### src/design/rse_pkg.sv
package rse_pkg;

	// default sizes
	localparam int MAX_ELEMENTS_DEF  = 1024;
	localparam int ELEMENT_WIDTH_DEF = 32;

	// request command codes
	localparam logic CMD_LOAD = 1'b0;
	localparam logic CMD_PICK = 1'b1;

	// reset value of the pass count register
	localparam logic [7:0] PASS_COUNT_RST = 8'd1;

	typedef struct packed {
		logic               cmd;
		logic signed [31:0] element_value;
		logic               load_last;
		logic               coin;
	} rse_in_t;

	typedef struct packed {
		logic signed [31:0] picked_value;
		logic               pass_end;
		logic               shuffle_end;
	} rse_out_t;

	// controller to datapath
	typedef struct packed {
		logic cfg_we;
		logic ld;
		logic pk;
		logic fin;
	} rse_cmd_t;

	// datapath to controller
	typedef struct packed {
		logic has_array;
	} rse_status_t;

endpackage

### src/design/rse_ctrl.sv
module rse_ctrl (
	input  logic                clk,
	input  logic                arst_n,
	input  logic                req_valid,
	input  logic                req_cmd,
	output logic                req_stall,
	output logic                rsp_valid,
	input  logic                rsp_stall,
	input  logic                cfg_valid,
	output logic                cfg_ready,
	input  rse_pkg::rse_status_t st,
	output rse_pkg::rse_cmd_t    cmd
);

	typedef enum logic [1:0] {
		ST_IDLE = 2'b01,
		ST_RESP = 2'b10
	} state_t;

	state_t state_q;
	state_t state_nx;
	logic   out_valid_q;
	logic   req_take;
	logic   out_free;

	assign req_stall = (state_q != ST_IDLE);
	assign req_take  = req_valid && !req_stall;
	assign out_free  = !out_valid_q || !rsp_stall;
	assign rsp_valid = out_valid_q;
	assign cfg_ready = 1'b1;

	// command decode
	always_comb begin
		cmd        = '0;
		cmd.cfg_we = cfg_valid;
		cmd.ld     = req_take && (req_cmd == rse_pkg::CMD_LOAD);
		cmd.pk     = req_take && (req_cmd == rse_pkg::CMD_PICK) && st.has_array;
		cmd.fin    = (state_q == ST_RESP) && out_free;
	end

	// next state
	always_comb begin
		state_nx = state_q;
		unique case (state_q)
			ST_IDLE: begin
				if (cmd.pk) begin
					state_nx = ST_RESP;
				end
			end
			ST_RESP: begin
				if (cmd.fin) begin
					state_nx = ST_IDLE;
				end
			end
			default: begin
				state_nx = ST_IDLE;
			end
		endcase
	end

	// state and output valid
	always_ff @(posedge clk or negedge arst_n) begin
		if (!arst_n) begin
			state_q     <= ST_IDLE;
			out_valid_q <= 1'b0;
		end else begin
			state_q <= state_nx;
			if (cmd.fin) begin
				out_valid_q <= 1'b1;
			end else if (!rsp_stall) begin
				out_valid_q <= 1'b0;
			end
		end
	end

endmodule

### config.mk
export PLATFORM = sky130hd
export DESIGN_NAME = rse_ctrl
export DESIGN_NICKNAME = d
export VERILOG_FILES = /design/src/design/rse_pkg.sv /design/src/design/rse_ctrl.sv
export SDC_FILE = /design/constraint.sdc
export NUM_CORES = 1
export LEC_CHECK = 0
export BUFFER_PORTS_ARGS = -buffer_cell sky130_fd_sc_hd__buf_2
export CAP_MARGIN = 10
export CORE_AREA = 4 4 41 43
export DETAILED_ROUTE_END_ITERATION = 16
export DIE_AREA = 0 0 45 47
export PLACE_DENSITY = 0.44
export SLEW_MARGIN = 20
export SYNTH_ARGS = -nofsm -noshare
export SYNTH_HDL_FRONTEND = slang
export SYNTH_SLANG_ARGS = --single-unit
### constraint.sdc
create_clock -name clk -period 1 [get_ports clk]
set_input_delay 0.1 -clock clk [delete_from_list [all_inputs] [get_ports clk]]
set_output_delay 0.1 -clock clk [all_outputs]
set_load 0.01 [all_outputs]
# After elaboration in Yosys (flattened, before gate mapping)
# Cells that the tools add are included.
# op_classes
mux,5
n_eq_ne,6
bitwise,1
n_reduce_logical,10
# ops
operator,count
$logic_and A1 B1 Y1,5
$mux W2,2
$ne A2 B1 Y1 const B,2
$ne A2 B2 Y1 const B,2
$pmux W2 S2,1
$logic_not A1 Y1,3
$eq A2 B1 Y1 const B,1
$eq A2 B2 Y1 const B,1
$mux W1,2
$reduce_and A2 Y1,1
$logic_or A1 B1 Y1,1
$not A1 Y1,1
# totals
out_inout_bits,7
in_bits,7
wordCells,24
regBits,3

# Depth between registers and ports, before layout
# logic_depth
ltp_word,7
depth_mapped,2
depth_no_buf,2

# Worst setup path after synthesis
# Ideal clock, no wire load.
# synth_timing
path_kind,register to output
startpoint,register state_q[0]
endpoint,output port cmd[2] (netlist bit)
setup_slack_ps,-44
path_stages_with_launch,3
required_time_ps,900
n_path_buf,0
t_arrival_ps,944
cell_sequence,dfstp_2 nand2b_4 nor3b_1
# synth_lines
item,line_no,text
start: declaration,rse_ctrl.sv:20,state_t state_q;
start signal: assignment,rse_ctrl.sv:67,state_q <= state_nx;
end: declaration,rse_ctrl.sv:12,output rse_pkg::rse_cmd_t cmd

==> results.py <==
metrics = {
    "synthesis": {
        "synth_cells": 16,
        "yosysWarnings": 0,
        "ys_top_cells_by_area": "dfrtp_1 31%, dfstp_2 17%, buf_4 9.4%, nand2b_4 8.7%, o22a_1 5.5%",
        "synth.avg_cell_area_um2": 9.93,
        "netlist_area_um2": 159,
        "synth_top_area_cell": "dfrtp_1",
        "ys_seq_elements": 3,
        "synth_cell_types": 13,
        "ys_seq_area_share_pct": 48.0,
        "synth.top_cell.area_share_pct": 31.5,
        "synth_nets": 23,
    },
    "power": {
        "irDropWorstVdd_mv": 0.552,
        "leakagePower_nw": 0.159,
        "report.power.total_uw": 405,
        "power.density_mw_per_mm2": 1380,
    },
    "critical_path": {
        "critPathLaunch": "state_q[0]",
        "worstPathArrival_ns": 1.12,
        "path_delay_family": "flip-flops",
        "worst-path-max-fanout": 3,
        "crit_slowest_cell": "dfstp_2",
        "end_kind": "output port",
        "critPathBufInv": 1,
        "worstPathRequired_ns": 0.90,
        "path_class": "reg -> out",
        "worstPathCellList": "nand2b_4, nor3b_2, buf_2",
        "worstReg2RegStart": "state_q[0]",
        "max_stage_delay_ns": 0.55,
        "crit_path_start_kind": "flop",
    },
    "hold_path": {
        "hold_class": "in -> reg",
        "holdCritStartpoint": "rsp_stall",
    },
    "drt": {
        "dr_total_vias": 172,
        "viasPerCell": 3.66,
        "drc": 0,
        "routed_wl_um": 438,
        "drtIter0Drc": 1,
        "ant_nets": 0,
        "drt_first_pass_iters": 3,
        "wl_per_cell_um": 9.32,
    },
    "timing": {
        "max_freq_mhz": 820,
        "tns_ns": -0.765,
        "setup_viol": 4,
        "period_share_pct": 122,
        "setup_ws_ns": -0.220,
        "final-hold-violation-count": 0,
        "layout_min_cycle_time_ns": 1.22,
        "rsz0062_at_grt": "true",
        "skew_ns": 0.00472,
        "report.final.slew_viol_count": 0,
    },
    "clocking": {
        "cts_root_buf": "clkbuf_4",
        "clk_pin_slew_ns": 0.04,
        "h-tree-depth": 1,
        "cts_tree": "done",
        "clk_latency_ns": 0.23,
        "clk_path_buf_depth": 2,
        "cts_buffers": 3,
        "cts_sinks": 3,
    },
    "global_route": {
        "grt_pass1_vias": 191,
        "use_met3_pct": 5.36,
        "met2_usage_pct": 6.78,
        "overflow": 0,
        "grt_max_degree": 5,
        "grt_pass1_wl_um": 717,
        "grt_usage_pct": 5.30,
        "met1_usage_pct": 5.25,
        "busiest_layer": "met2",
        "antenna_found_initial": 0,
    },
    "layout": {
        "final_common_cell": "buf_2",
        "final_cell_mix": "9 x buf_2, 3 x clkbuf_4, 3 x buf_4",
        "fin_cells": 47,
        "nets": 40,
        "diodes": 0,
        "area_growth_pct": 85.0,
        "nFillCells": 153,
        "drive_gt1_share_pct": 65.6,
    },
    "placed_design": {
        "hpwl_um": 309,
        "globalplace.congestion": 0.605,
        "pre_cts_ws_ns": -0.00466,
        "io_buffers": 10,
        "dp_cells": 40,
    },
    "floorplan": {
        "core_mm2": 0.00130,
        "die_area_mm2": 0.00212,
        "die_y_um": 47,
        "core.rowCount": 13,
        "io_pins": 14,
        "initial_core_util_pct": 12.2,
        "die_w_um": 45,
    },
    "outcome": {
        "failed_checks": "negative setup slack",
        "status": "complete, but fails checks",
    },
    "job": {
        "cap_violations": 0,
    },
}
[per-layer routing]
metal | part of all wire [%] | up-vias
met3 | 16 | 0
met1 | 41 | 75
met5 | 0 | -
li1 | - | 85
met4 | 0 | 0
met2 | 42 | 12
[worst register-to-register path: stages, from the launching register on]
cell      delay [ns]
dfstp_2         0.55
nand2b_4        0.06
buf_4           0.14
o22a_1          0.17
[state kept, by name (all words and copies together), names as in the netlist]
register   count
state_q        2
rsp_valid      1
[kinds of logic (layout without fill, tap and decap cells)]
group | Yosys count | after routing | synth area share (%)
other | 1 | 1 | 2.36
AOI/OAI and AO/OA | 3 | 3 | 12.6
buffers and inverters | 2 | 18 | 9.45
and+or+nand+nor | 7 | 7 | 27.6
DFF | 3 | 3 | 48.0
[area by class of cell]
type / count / area [µm²] / share of cell area (%)
Clock buffer: 4 / 26.3 / 8.94
Multi-Input combinational cell: 11 / 83.8 / 28.5
Tap cell: 15 / 18.8 / 6.38
Sequential cell: 3 / 76.3 / 26.0
Timing Repair Buffer: 14 / 88.8 / 30.2
[synthesized netlist by cell type]
cell	number
nor2_1	1
nand3_1	1
o22ai_1	1
nand2b_1	1
dfstp_2	1
buf_4	2
dfrtp_1	2
nand2_1	2
conb_1	1
o22a_1	1
nand2b_4	1
nor3b_1	1
a21oi_1	1
[stage by stage]
step	util (%)	hold WS, ns	instance area [µm²]
final	22.6	0.137	294
after global routing	22.6	0.158	294
after CTS	21.4	0.133	279
after detailed placement	17.3	-0.0983	225
after global placement	17.3	-0.0975	225
after floorplan	-	-0.196	164
[where the power goes]
group / switching (mW) / internal, mW
Combinational: 0.0256 / 0.0332
Clock: 0.0649 / 0.150
Sequential: 0.00426 / 0.127
Total: 0.0948 / 0.310
[worst paths after layout]
kind | end | slack (ns) | cells after the start
worst max-delay path | cmd[2] | -0.22 | 3
worst min-delay path | rsp_valid | 0.14 | 3
worst max register to register | state_q[0] | 0 | 3
worst min register to register | rsp_valid | 0.57 | 2
max in group asynchronous | state_q[0] | 0.61 | 2
min in group asynchronous | rsp_valid | 0.19 | 2
[repair_timing]
| item | in CTS | in global routing |
|---|---|---|
| hold buffers | 1 | 0 |
| endpoints found under the setup margin | 4 | 5 |
| pin swaps | 1 | 0 |
| gates resized for setup | 3 | 0 |
| buffers inserted | 0 | 2 |
| endpoints found under the hold margin | 3 | 0 |
Power figures use the tool's default switching activity.
